$ cat config.mk
export PLATFORM = sky130hd
export DESIGN_NAME = serial_frame_receiver_crc_check
export DESIGN_NICKNAME = d
export VERILOG_FILES = /design/src/design/sfrc_pkg.sv /design/src/design/sfrc_ram.sv /design/src/design/serial_frame_receiver_crc_check.sv
export SDC_FILE = /design/constraint.sdc
export NUM_CORES = 2
export LEC_CHECK = 0
export BUFFER_PORTS_ARGS = -buffer_cell sky130_fd_sc_hd__buf_2
export CAP_MARGIN = 40
export CORE_UTILIZATION = 40
export DETAILED_ROUTE_END_ITERATION = 16
export HOLD_SLACK_MARGIN = 0.12
export SETUP_SLACK_MARGIN = 0.2
export SLEW_MARGIN = 20
export SYNTH_ARGS = -nofsm -noshare
export SYNTH_HDL_FRONTEND = slang
export SYNTH_SLANG_ARGS = --single-unit
$ cat constraint.sdc
create_clock -name clk_i -period 5.1 [get_ports clk_i]
set_input_delay 1.02 -clock clk_i [delete_from_list [all_inputs] [get_ports clk_i]]
set_output_delay 1.02 -clock clk_i [all_outputs]
set_load 0.01 [all_outputs]
$ cat src/design/sfrc_pkg.sv
// ----------------------------------------------------------------------------
// sfrc_pkg
// shared types, constants and the crc-16 byte step for the frame receiver
// ----------------------------------------------------------------------------
package sfrc_pkg;

  // payload store geometry: two banks of one byte per data position
  localparam int unsigned STORE_DEPTH = 512;

  // data bytes kept per frame
  localparam logic [7:0] MAX_PAYLOAD = 8'd255;

  // crc-16, reflected form
  localparam logic [15:0] CRC_INIT = 16'hFFFF;
  localparam logic [15:0] CRC_POLY = 16'hA001;

  localparam logic [7:0] SLAVE_ADDR_RST = 8'd1;

  typedef enum logic [1:0] {
    ACT_RX      = 2'd0,
    ACT_READ    = 2'd1,
    ACT_RELEASE = 2'd2,
    ACT_NONE    = 2'd3
  } action_e;

  typedef enum logic [1:0] {
    ST_PENDING  = 2'd0,
    ST_ACCEPTED = 2'd1,
    ST_OTHER    = 2'd2,
    ST_BAD_CRC  = 2'd3
  } status_e;

  typedef enum logic [5:0] {
    PH_ADDR  = 6'b000001,
    PH_FUNC  = 6'b000010,
    PH_LEN   = 6'b000100,
    PH_DATA  = 6'b001000,
    PH_CRCLO = 6'b010000,
    PH_CRCHI = 6'b100000
  } phase_e;

  typedef struct packed {
    logic [1:0] action;
    logic [7:0] rx_byte;
    logic [7:0] read_index;
  } in_word_t;

  typedef struct packed {
    logic [1:0] frame_status;
    logic       packet_valid;
    logic [7:0] held_function;
    logic [7:0] held_length;
    logic [7:0] read_data;
  } out_word_t;

  // one byte through the crc, lsb first
  function automatic logic [15:0] crc_step(input logic [15:0] crc_in, input logic [7:0] b);
    logic [15:0] c;
    c = crc_in ^ {8'd0, b};
    for (int k = 0; k < 8; k++) begin
      if (c[0]) begin
        c = (c >> 1) ^ CRC_POLY;
      end else begin
        c = c >> 1;
      end
    end
    return c;
  endfunction

endpackage

$ cat src/design/sfrc_ram.sv
// ----------------------------------------------------------------------------
// sfrc_ram
// simple dual-port ram, one write and one registered read port
// ----------------------------------------------------------------------------
module sfrc_ram #(
  parameter int unsigned WIDTH = 8,
  parameter int unsigned DEPTH = 512
) (
  input  logic                     clk_i,
  input  logic                     we_i,
  input  logic [$clog2(DEPTH)-1:0] waddr_i,
  input  logic [WIDTH-1:0]         wdata_i,
  input  logic                     re_i,
  input  logic [$clog2(DEPTH)-1:0] raddr_i,
  output logic [WIDTH-1:0]         rdata_o
);

  logic [WIDTH-1:0] mem_q [DEPTH];
  logic [WIDTH-1:0] rdata_q;

  always_ff @(posedge clk_i) begin
    if (we_i) begin
      mem_q[waddr_i] <= wdata_i;
    end
    if (re_i) begin
      rdata_q <= mem_q[raddr_i];
    end
  end

  assign rdata_o = rdata_q;

endmodule

$ cat src/design/serial_frame_receiver_crc_check.sv
// ----------------------------------------------------------------------------
// serial_frame_receiver_crc_check
// length-framed serial receiver with address match and crc-16 check
// ----------------------------------------------------------------------------
// Takes one word per clock: a received serial byte, a read of the held
// payload, or a release of the held packet. Frames are cut purely by count
// (address, function, length, data bytes, crc low, crc high); the crc-16
// (start 0xFFFF, reflected poly 0xA001) covers the length and data bytes only.
// Every input word gives exactly one result word, through the store-read stage
// and then the output register. Unstalled, the rate is one word per cycle:
// all frame state updates in the cycle a word is taken, and the only extra
// stage is the registered read of the payload store. in_ready_o drops only
// when both the store-read stage and the output register are full and the
// output is stalled. The payload store is a 512 x 8 ram in two banks; data
// bytes fill one bank while the other holds the last accepted packet, and
// acceptance flips the banks. The slave address register may be written only
// while the block is idle.
// ----------------------------------------------------------------------------
module serial_frame_receiver_crc_check (
  input  logic                 clk_i,
  input  logic                 rst_ni,
  // configuration
  input  logic                 cfg_we_i,
  input  logic [7:0]           cfg_wdata_i,
  // input channel
  input  logic                 in_valid_i,
  output logic                 in_ready_o,
  input  sfrc_pkg::in_word_t   in_word_i,
  // result channel
  output logic                 out_valid_o,
  input  logic                 out_ready_i,
  output sfrc_pkg::out_word_t  out_word_o
);

  // frame state
  sfrc_pkg::phase_e phase_q, phase_d;
  logic [7:0]       slave_addr_q;
  logic [7:0]       frm_addr_q, frm_addr_d;
  logic [7:0]       frm_func_q, frm_func_d;
  logic [7:0]       frm_len_q, frm_len_d;
  logic [7:0]       cnt_q, cnt_d;
  logic [15:0]      crc_q, crc_d;
  logic [7:0]       crc_lo_q, crc_lo_d;
  logic             bank_q, bank_d;
  // held packet
  logic [7:0]       held_func_q, held_func_d;
  logic [7:0]       held_len_q, held_len_d;
  logic             held_valid_q, held_valid_d;

  // store-read stage and output register
  logic                p1_valid_q;
  logic                p1_rd_q;
  sfrc_pkg::out_word_t p1_word_q, p1_word_d;
  logic                o_valid_q;
  sfrc_pkg::out_word_t o_word_q, o_word_d;

  logic       accept;
  logic       p1_adv;
  logic       ram_we, ram_re;
  logic [7:0] cnt_inc;
  logic [15:0] crc_got;
  logic [7:0] ram_rdata;
  logic [1:0] status;

  // handshake: output register frees, then the read stage moves into it
  assign p1_adv     = p1_valid_q && (!o_valid_q || out_ready_i);
  assign in_ready_o = !p1_valid_q || p1_adv;
  assign accept     = in_valid_i && in_ready_o;

  assign cnt_inc = cnt_q + 8'd1;
  assign crc_got = {in_word_i.rx_byte, crc_lo_q};

  // frame sequencing, all updates land on the accepting edge
  always_comb begin
    phase_d      = phase_q;
    frm_addr_d   = frm_addr_q;
    frm_func_d   = frm_func_q;
    frm_len_d    = frm_len_q;
    cnt_d        = cnt_q;
    crc_d        = crc_q;
    crc_lo_d     = crc_lo_q;
    bank_d       = bank_q;
    held_func_d  = held_func_q;
    held_len_d   = held_len_q;
    held_valid_d = held_valid_q;
    status       = sfrc_pkg::ST_PENDING;
    ram_we       = 1'b0;
    ram_re       = 1'b0;

    if (accept) begin
      case (in_word_i.action)
        sfrc_pkg::ACT_RX: begin
          case (phase_q)
            sfrc_pkg::PH_ADDR: begin
              frm_addr_d = in_word_i.rx_byte;
              phase_d    = sfrc_pkg::PH_FUNC;
            end
            sfrc_pkg::PH_FUNC: begin
              frm_func_d = in_word_i.rx_byte;
              phase_d    = sfrc_pkg::PH_LEN;
            end
            sfrc_pkg::PH_LEN: begin
              frm_len_d = in_word_i.rx_byte;
              cnt_d     = 8'd0;
              crc_d     = sfrc_pkg::crc_step(sfrc_pkg::CRC_INIT, in_word_i.rx_byte);
              // zero length goes straight to the crc bytes
              phase_d   = (in_word_i.rx_byte == 8'd0) ? sfrc_pkg::PH_CRCLO
                                                      : sfrc_pkg::PH_DATA;
            end
            sfrc_pkg::PH_DATA: begin
              crc_d  = sfrc_pkg::crc_step(crc_q, in_word_i.rx_byte);
              // bytes past the store size still enter the crc
              ram_we = (cnt_q < sfrc_pkg::MAX_PAYLOAD);
              cnt_d  = cnt_inc;
              if (cnt_inc == frm_len_q) begin
                phase_d = sfrc_pkg::PH_CRCLO;
              end
            end
            sfrc_pkg::PH_CRCLO: begin
              crc_lo_d = in_word_i.rx_byte;
              phase_d  = sfrc_pkg::PH_CRCHI;
            end
            sfrc_pkg::PH_CRCHI: begin
              // address is judged ahead of the crc
              if (frm_addr_q != slave_addr_q) begin
                status = sfrc_pkg::ST_OTHER;
              end else if (crc_got != crc_q) begin
                status = sfrc_pkg::ST_BAD_CRC;
              end else begin
                status       = sfrc_pkg::ST_ACCEPTED;
                held_func_d  = frm_func_q;
                held_len_d   = (frm_len_q > sfrc_pkg::MAX_PAYLOAD) ? sfrc_pkg::MAX_PAYLOAD
                                                                   : frm_len_q;
                held_valid_d = 1'b1;
                bank_d       = ~bank_q;
              end
              phase_d = sfrc_pkg::PH_ADDR;
            end
            default: begin
              phase_d = sfrc_pkg::PH_ADDR;
            end
          endcase
        end
        sfrc_pkg::ACT_READ: begin
          // out-of-range or no packet reads as zero, store is not touched
          ram_re = held_valid_q && (in_word_i.read_index < held_len_q);
        end
        sfrc_pkg::ACT_RELEASE: begin
          held_valid_d = 1'b0;
        end
        default: begin
        end
      endcase
    end
  end

  // result fields that are known on the accepting edge
  always_comb begin
    p1_word_d               = '0;
    p1_word_d.frame_status  = status;
    p1_word_d.packet_valid  = held_valid_d;
    p1_word_d.held_function = held_valid_d ? held_func_d : 8'd0;
    p1_word_d.held_length   = held_valid_d ? held_len_d : 8'd0;
  end

  // the held bank is the one not being filled
  sfrc_ram #(
    .WIDTH (8),
    .DEPTH (sfrc_pkg::STORE_DEPTH)
  ) u_store (
    .clk_i   (clk_i),
    .we_i    (ram_we),
    .waddr_i ({bank_q, cnt_q}),
    .wdata_i (in_word_i.rx_byte),
    .re_i    (ram_re),
    .raddr_i ({~bank_q, in_word_i.read_index}),
    .rdata_o (ram_rdata)
  );

  // read data joins the word as it moves into the output register
  always_comb begin
    o_word_d           = p1_word_q;
    o_word_d.read_data = p1_rd_q ? ram_rdata : 8'd0;
  end

  always_ff @(posedge clk_i or negedge rst_ni) begin
    if (!rst_ni) begin
      phase_q      <= sfrc_pkg::PH_ADDR;
      slave_addr_q <= sfrc_pkg::SLAVE_ADDR_RST;
      frm_addr_q   <= 8'd0;
      frm_func_q   <= 8'd0;
      frm_len_q    <= 8'd0;
      cnt_q        <= 8'd0;
      crc_q        <= sfrc_pkg::CRC_INIT;
      crc_lo_q     <= 8'd0;
      bank_q       <= 1'b0;
      held_func_q  <= 8'd0;
      held_len_q   <= 8'd0;
      held_valid_q <= 1'b0;
      p1_valid_q   <= 1'b0;
      o_valid_q    <= 1'b0;
    end else begin
      phase_q      <= phase_d;
      frm_addr_q   <= frm_addr_d;
      frm_func_q   <= frm_func_d;
      frm_len_q    <= frm_len_d;
      cnt_q        <= cnt_d;
      crc_q        <= crc_d;
      crc_lo_q     <= crc_lo_d;
      bank_q       <= bank_d;
      held_func_q  <= held_func_d;
      held_len_q   <= held_len_d;
      held_valid_q <= held_valid_d;
      if (cfg_we_i) begin
        slave_addr_q <= cfg_wdata_i;
      end
      if (in_ready_o) begin
        p1_valid_q <= in_valid_i;
      end
      if (p1_adv) begin
        o_valid_q <= 1'b1;
      end else if (out_ready_i) begin
        o_valid_q <= 1'b0;
      end
    end
  end

  // payload registers
  always_ff @(posedge clk_i) begin
    if (accept) begin
      p1_word_q <= p1_word_d;
      p1_rd_q   <= ram_re;
    end
    if (p1_adv) begin
      o_word_q <= o_word_d;
    end
  end

  assign out_valid_o = o_valid_q;
  assign out_word_o  = o_word_q;

endmodule

# --- Yosys cells after proc, flatten, opt, wreduce, memory -nomap -nowiden ---
# Memory sizes are Yosys's and may differ from the RTL's. A register that Yosys moved wholly into a read port is not among the register bits.
# Cells that the tools add are included.
totals:
  ff_bits: 137
  latch_bits: 0
  mem_bits_rw: 4096
  mem_bits_ro: 0
  in_bits: 31
  out_inout_bits: 29
  wordCells: 175
  n_memories: 1
op_classes:
  addsub: 1
  mul: 0
  n_div: 0
  n_lt_le_gt_ge: 3
  eq_ne: 12
  n_shift: 0
  n_mux: 90
  n_bitwise: 23
  n_reduce_logical: 20
mem_list:
  columns: ["memory", "depth", "width", "read_ports", "rd_clocked_by_memory_dff", "wr", "line_no", "text"]
  rows:
  - ["u_store.mem_q", 512, 8, 1, 1, 1, "sfrc_ram.sv:18", "logic [WIDTH-1:0] mem_q [DEPTH];"]
ops:
  columns: ["cell", "n"]
  rows:
  - ["2-to-1 mux 16 bit", 58]
  - ["2-to-1 mux 8 bit", 11]
  - ["NOT 2 -> 3 bit", 16]
  - ["case mux 16 bit (2 select lines)", 1]
  - ["case mux 6 bit (5 select lines)", 1]
  - ["AND reduction 3 bit", 6]
  - ["inequality test 16 bit", 1]
  - ["NOT 8 -> 16 bit", 1]
  - ["case mux 8 bit (2 select lines)", 1]
  - ["XOR 16 x 8 -> 16 bit", 1]
  - ["2-to-1 mux 1 bit", 13]
  - ["adder 8 x 1 -> 8 bit, second input constant", 1]
  - ["equality test 8 bit", 1]
  - ["> comparator 8 bit, second input constant", 1]
  - ["zero test 8 bit", 1]
  - ["< comparator 8 bit", 1]
  - ["< comparator 8 bit, second input constant", 1]
  - ["inequality test 8 bit", 1]
  - ["equality test 6 x 1 -> 1 bit, second input constant", 1]
  - ["equality test 6 x 2 -> 1 bit, second input constant", 1]
  - ["equality test 6 x 3 -> 1 bit, second input constant", 1]
  - ["equality test 6 x 4 -> 1 bit, second input constant", 1]
  - ["equality test 6 x 5 -> 1 bit, second input constant", 1]
  - ["equality test 6 bit, second input constant", 1]
  - ["16 further kinds", 26]

# --- Logic depth before layout (Yosys ltp) ---
logic_depth:
  depth_word: 39
  depth_mapped: 14

# --- By module ---
# A second synthesis with hierarchy kept.
hier_totals:
  hier_cells: 8526
  hier_area_um2: 166427.1
modules_own_cells:
  columns: ["module", "instances", "cells_per_inst", "area_per_inst_um2", "seq_area_each_um2"]
  rows:
  - ["sfrc_ram", 1, 8030, 160007.2, 123238.2]
  - ["serial_frame_receiver_crc_check", 1, 496, 6419.9, 3686.0]

# --- Worst setup path after synthesis ---
# Ideal clock, no wire load.
synth_path:
  path_kind: "input to register"
  startpoint: "in out_ready_i"
  endpoint: "mem u_store.mem_q[308][0] (enable)"
  t_arrival_ns: 3.198
  path_slack_ns: 1.507
  stages: 8
  path_buffers: 1
  path_cell_list: "nand3b_1 > nand2_1 > nor3_1 > nand2_4 > a31oi_4 > buf_6 > nand3_4 > nor4_1"
synth_between:
  elab_chain_len: 7
synth_lines:
  columns: ["element", "line_no", "text"]
  rows:
  - ["start, declared", "serial_frame_receiver_crc_check.sv:31", "input logic out_ready_i,"]
  - ["logical OR 1 bit", "serial_frame_receiver_crc_check.sv:66", "assign p1_adv = p1_valid_q && (!o_valid_q || out_ready_i);"]
  - ["logical AND 1 bit", "serial_frame_receiver_crc_check.sv:66", null]
  - ["logical OR 1 bit", "serial_frame_receiver_crc_check.sv:67", "assign in_ready_o = !p1_valid_q || p1_adv;"]
  - ["logical AND 1 bit", "serial_frame_receiver_crc_check.sv:68", "assign accept = in_valid_i && in_ready_o;"]
  - ["2-to-1 mux 1 bit", "serial_frame_receiver_crc_check.sv:90", "if (accept) begin"]
  - ["2-to-1 mux 1 bit", "sfrc_ram.sv:22", "if (we_i) begin"]
  - ["2-to-1 mux 1 bit (not written as such)", "sfrc_ram.sv:23", "mem_q[waddr_i] <= wdata_i;"]
  - ["end, declared", "sfrc_ram.sv:18", null]
# Every way passes these cells.

# --- Worst setup path after layout ---
layout_path:
  startpoint: "reg bank_q"
  endpoint: "reg u_store.rdata_q[3], in the netlist u_store.rdata_o[3], read port of u_store.mem_q, data pin"
layout_between:
  elab_chain_len: 1
layout_lines:
  columns: ["element", "line_no", "text"]
  rows:
  - ["start, declared", "serial_frame_receiver_crc_check.sv:44", "logic bank_q, bank_d;"]
  - ["start signal, assigned", "serial_frame_receiver_crc_check.sv:210", "bank_q <= bank_d;"]
  - ["NOT 1 bit", "serial_frame_receiver_crc_check.sv:176", ".raddr_i ({~bank_q, in_word_i.read_index}),"]
  - ["end, declared", "sfrc_ram.sv:19", "logic [WIDTH-1:0] rdata_q;"]
# Every way passes these cells.
# A chain may end at the register's enable or synchronous reset.

==> results by stage <==
Setup path:
- The buffer and inverter count on the worst path is 0.
- On the critical path the largest part of the delay comes from simple AND/OR/NAND/NOR gates.
- The critical path goes through or2_2 > or3_1 > nand2b_1 > a21oi_1 > nor4_1 > and3_1 > nand4_1 > nor4b_2.
- The startpoint type of the worst setup path is a flip-flop.
- The critical path required time is 5.89 ns.
- The type of element capturing the critical path is a flip-flop.
- The worst-path maximum fanout is 19.
- The critical path is of the flip-flop to flip-flop type.
- On the worst path, the slowest cell contributes a delay of 0.90 ns.
- Across all register-to-register paths, the minimum setup slack is 0.58 ns.
- The worst-path cell with the longest stage delay is sky130_fd_sc_hd__dfrtp_1.
- The worst endpoint data arrival time is 5.31 ns.

STA:
- At the pin with the least slew margin, the transition time is 1.26 ns.
- The number of endpoints with negative hold slack in the final report is 0.
- The shortest period the worst path allows is 4.52 ns.
- Setup repair after global routing left no endpoint under its margin.
- The maximum operating frequency is 221 MHz.
- The max-slew violation count was 0.
- The worst pin sits at a relative slew slack of 0.161.
- The clock arrives with 0.0551 ns of skew.
- Of the available clock period, the critical path in the final layout requires 0.887.
- Setup violations remaining at the end of the flow were counted as 0.
- The sum of negative setup slack is 0 ns.

Final layout:
- The final standard cell count with taps included and fillers excluded is 14805.
- Of the cells placed in the final design, the portion with a size suffix greater than 1 is 0.208.
- The signed area change from the synthesized netlist to the final layout is 13.5%.
- The layout has 34394 filler cells.
- After the last flow step, the layout net total stands at 9016.

Clock tree:
- Counting the buffers created by CTS gives 420.
- The later pin in the worst-skew pair is clocked with a latency of 0.99 ns.
- TritonCTS built the clock tree.
- Clock-pin slew was measured on the worst setup and hold paths at 0.06 ns.
- The number of sinks on the clock net is 4241.
- Once the clock tree was built, the resizer swapped 0 gates to a different size.
- The depth of the CTS H-tree is 5.
- The cell sitting at the root of the clock tree is a sky130_fd_sc_hd__clkbuf_16.
- The maximum count of clock buffers along a single path is 4.

Die:
- The initial core utilization is 0.403.
- For this design the top-level I/O count stands at 60.
- The die covers 420000 um2.
- From left edge to right edge, the die measures 648 um.
- The core area is 414000 um2.
- The initialized floorplan defines 236 standard-cell rows.
- In this run the vertical extent of the chip is 648 um.

Logic synthesis:
- The distinct cell type count after synthesis is 81.
- Among all cell types in the netlist, the one instantiated most often is sky130_fd_sc_hd__edfxtp_1.
- The post-synthesis compound-gate area fraction was 0.0442.
- For this run, the register share of the synthesized area comes to 0.760.
- The share of synthesized area in the top cell type comes to 0.746.
- The average footprint of a synthesized cell is 19.6 um2.
- Of the total synthesized cell area, the portion taken by AND, OR, NAND and NOR gates is 0.0287.
- The xor and xnor area share after synthesis is 0.00388.
- The count of synthesis-stage warnings from yosys is 0.
- After synthesis the cells add up to 167000 um2.
- The number of instances in the synthesized netlist is 8518.
- The count of flip-flops with a built-in enable after synthesis is 4151.
- By count the netlist is led by 4151 x sky130_fd_sc_hd__edfxtp_1, 798 x sky130_fd_sc_hd__mux2i_1, 645 x sky130_fd_sc_hd__mux4_2.
- In the post-synthesis netlist, the biggest area contributors are sky130_fd_sc_hd__edfxtp_1 75%, sky130_fd_sc_hd__mux4_2 8.7%, sky130_fd_sc_hd__mux2i_1 4.8%.
- In the synthesized netlist the dominant register cell turns out to be sky130_fd_sc_hd__edfxtp_1.
- The largest family of logic cells by synthesized area is multiplexers.
- The biggest area contributor in the post-synthesis netlist is sky130_fd_sc_hd__edfxtp_1.
- The fraction of synthesis flops using an asynchronous set or reset pin is 0.0212.
- Of the total synthesized cell area, the portion taken by full adders, half adders and majority gates is 0.00112.
- The count of state elements after synthesis is 4241.
- Measured against the total synthesized area, the mux share comes to 0.140.

Placement:
- Routability-driven placement finished with a final weighted congestion of 0.891.
- Detailed placement finished with a half-perimeter wire length of 287000 um.
- Buffers placed on the I/O ports in this run total 59.
- The placed instance count is 13906.

Pwr:
- IR analysis of the VDD net gives a maximum drop of 0.319 mV.
- The power density of the placed cells is 387 nW/um2.
- The static power due to leakage is 60.8 nW.

Flow run:
- The number of maximum-capacitance constraint violations is 0.

Detailed routing:
- The first detailed-routing pass took 8 iterations.
- After detailed routing, the number of remaining DRC violations is 0.
- The final routed wire length divided by cell count is 30.8 um.
- Using the TritonRoute via totals, the vias-per-cell ratio works out to 5.94.
- The residual antenna-violating net count after detailed routing is 0.
- For this block, the routed nets add up to 456000 um of wire.
- The first-iteration detailed-routing DRC count is 11498.
- The via count is 87870.

Global route:
- The wire length of the first global-routing pass is 644000 um.
- The total overflow left after global routing is 0.
- The number of antenna violations at the first check in global routing is 28.
- For this run, the total global-route usage over all layers was measured as 0.213.
- The via count of the first global-routing pass is 86029.
- Entering global routing, the biggest net connects 183 pins.

Status:
- The run finished with clean final reports.

Min path:
- The path class of the tightest hold or removal check is input pin to flip-flop.
area by class of cell:
class	count	area, um2	area share
repair buffers	557	5230	0.0276
flip-flops and latches	4241	127000	0.670
inverters	27	110	0.000581
clock buffers	507	11000	0.0582
well taps	5474	6850	0.0361
diodes	8	20.0	0.000106
multi-input cells	3723	36700	0.193
clock inverters	268	2750	0.0145
metrics by stage:
| stage | hold WS [ns] | setup WS (ns) | total power [W] | cell area, um2 | util |
|---|---|---|---|---|---|
| after global placement | 0.411 | 0.0158 | 0.0428 | 174000 | 0.421 |
| after CTS | 0.181 | 0.523 | 0.0737 | 189000 | 0.455 |
| after global routing | 0.260 | 0.571 | 0.0752 | 190000 | 0.458 |
| final | 0.242 | 0.577 | 0.0734 | 190000 | 0.458 |
| after floorplan | 0.400 | 1.51 | 0.0412 | 167000 | - |
| after detailed placement | 0.405 | 0.0302 | 0.0429 | 175000 | 0.422 |
logic make-up (layout without fill, tap and decap cells):
family / after synthesis / in the layout
mux: 1510 / 1510
compound gates: 1053 / 1053
xor+xnor: 74 / 74
fa+ha+maj: 15 / 15
other cells: 1 / 24
buf+inv: 569 / 1359
simple gates: 1055 / 1055
flops: 4241 / 4241
path summary, 6_finish.rpt:
path,from,end,depth (start not counted)
worst min register to register,o_word_d[20]$_SDFFCE_PN0P_,out_word_o[20]$_DFFE_PP_,0
max in group asynchronous,rst_ni,phase_q[4]$_DFFE_PN0P_,3
worst max register to register,bank_q$_DFFE_PN0P_,u_store.rdata_o[3]$_DFFE_PP_,8
min in group asynchronous,rst_ni,phase_q[1]$_DFFE_PN0P_,2
worst max-delay path,bank_q$_DFFE_PN0P_,u_store.rdata_o[3]$_DFFE_PP_,8
worst min-delay path,in_valid_i,p1_valid_q$_DFFE_PN0N_,2
state kept, by name, summed over array words and instances (netlist names):
signal           count
p1_valid_q           1
crc_q               16
held_len_q           8
frm_func_q           8
held_valid_q         1
p1_rd_q              1
held_func_q          8
cnt_q                8
out_word_o          27
o_word_d            19
u_store.rdata_o      8
out_valid_o          1
frm_len_q            8
frm_addr_q           8
u_store.mem_q     4096
slave_addr_q         8
crc_lo_q             8
phase_q              6
bank_q               1
power by group:
| group | leakage (nW) | internal, W | switching (W) |
|---|---|---|---|
| sequential | 38.5 | 0.0384 | 0.000103 |
| clock | 6.72 | 0.0179 | 0.0132 |
| combinational | 15.6 | 0.00129 | 0.00242 |
metal layers:
layer | track usage | share of wire | up-vias
li1 | - | - | 36129
met1 | 0.305 | 0.41 | 46376
met2 | 0.332 | 0.46 | 4688
met3 | 0.0408 | 0.097 | 675
met4 | 0.0614 | 0.029 | 2
met5 | 0 | 0.000029 | -
cells in the final DEF, fill, tap and decap left out, types with 18 or more instances in the layout:
cell,synthesis,routed
sky130_fd_sc_hd__nor4_1,37,36
sky130_fd_sc_hd__nor2_1,589,588
sky130_fd_sc_hd__edfxtp_1,4151,4151
sky130_fd_sc_hd__mux2i_1,798,798
sky130_fd_sc_hd__mux2_2,57,57
sky130_fd_sc_hd__nand3_1,37,32
sky130_fd_sc_hd__clkinv_2,0,85
sky130_fd_sc_hd__mux4_2,645,645
sky130_fd_sc_hd__clkinv_1,1,92
sky130_fd_sc_hd__buf_4,42,407
sky130_fd_sc_hd__buf_2,91,50
sky130_fd_sc_hd__dfrtp_1,72,72
sky130_fd_sc_hd__buf_12,11,74
sky130_fd_sc_hd__o21ai_0,129,125
sky130_fd_sc_hd__xnor2_1,48,48
sky130_fd_sc_hd__inv_1,25,24
sky130_fd_sc_hd__xor2_1,26,26
sky130_fd_sc_hd__clkbuf_1,227,78
sky130_fd_sc_hd__dfstp_2,18,18
sky130_fd_sc_hd__nand2_1,114,101
sky130_fd_sc_hd__nand4_1,35,35
sky130_fd_sc_hd__nor3_1,118,118
sky130_fd_sc_hd__o221ai_1,356,356
sky130_fd_sc_hd__a22oi_1,56,56
sky130_fd_sc_hd__bufinv_16,0,50
sky130_fd_sc_hd__a211oi_1,35,35
sky130_fd_sc_hd__o22ai_1,176,176
sky130_fd_sc_hd__a21oi_1,209,208
sky130_fd_sc_hd__clkbuf_16,0,429
sky130_fd_sc_hd__and2_1,21,18
repair_timing:
| item | in CTS | in global routing |
|---|---|---|
| hold buffers | 1 | 0 |
| endpoints found under the hold margin | 42 | 0 |
| setup buffers | 0 | 0 |
No activity file was read; power rests on OpenSTA's default activity.
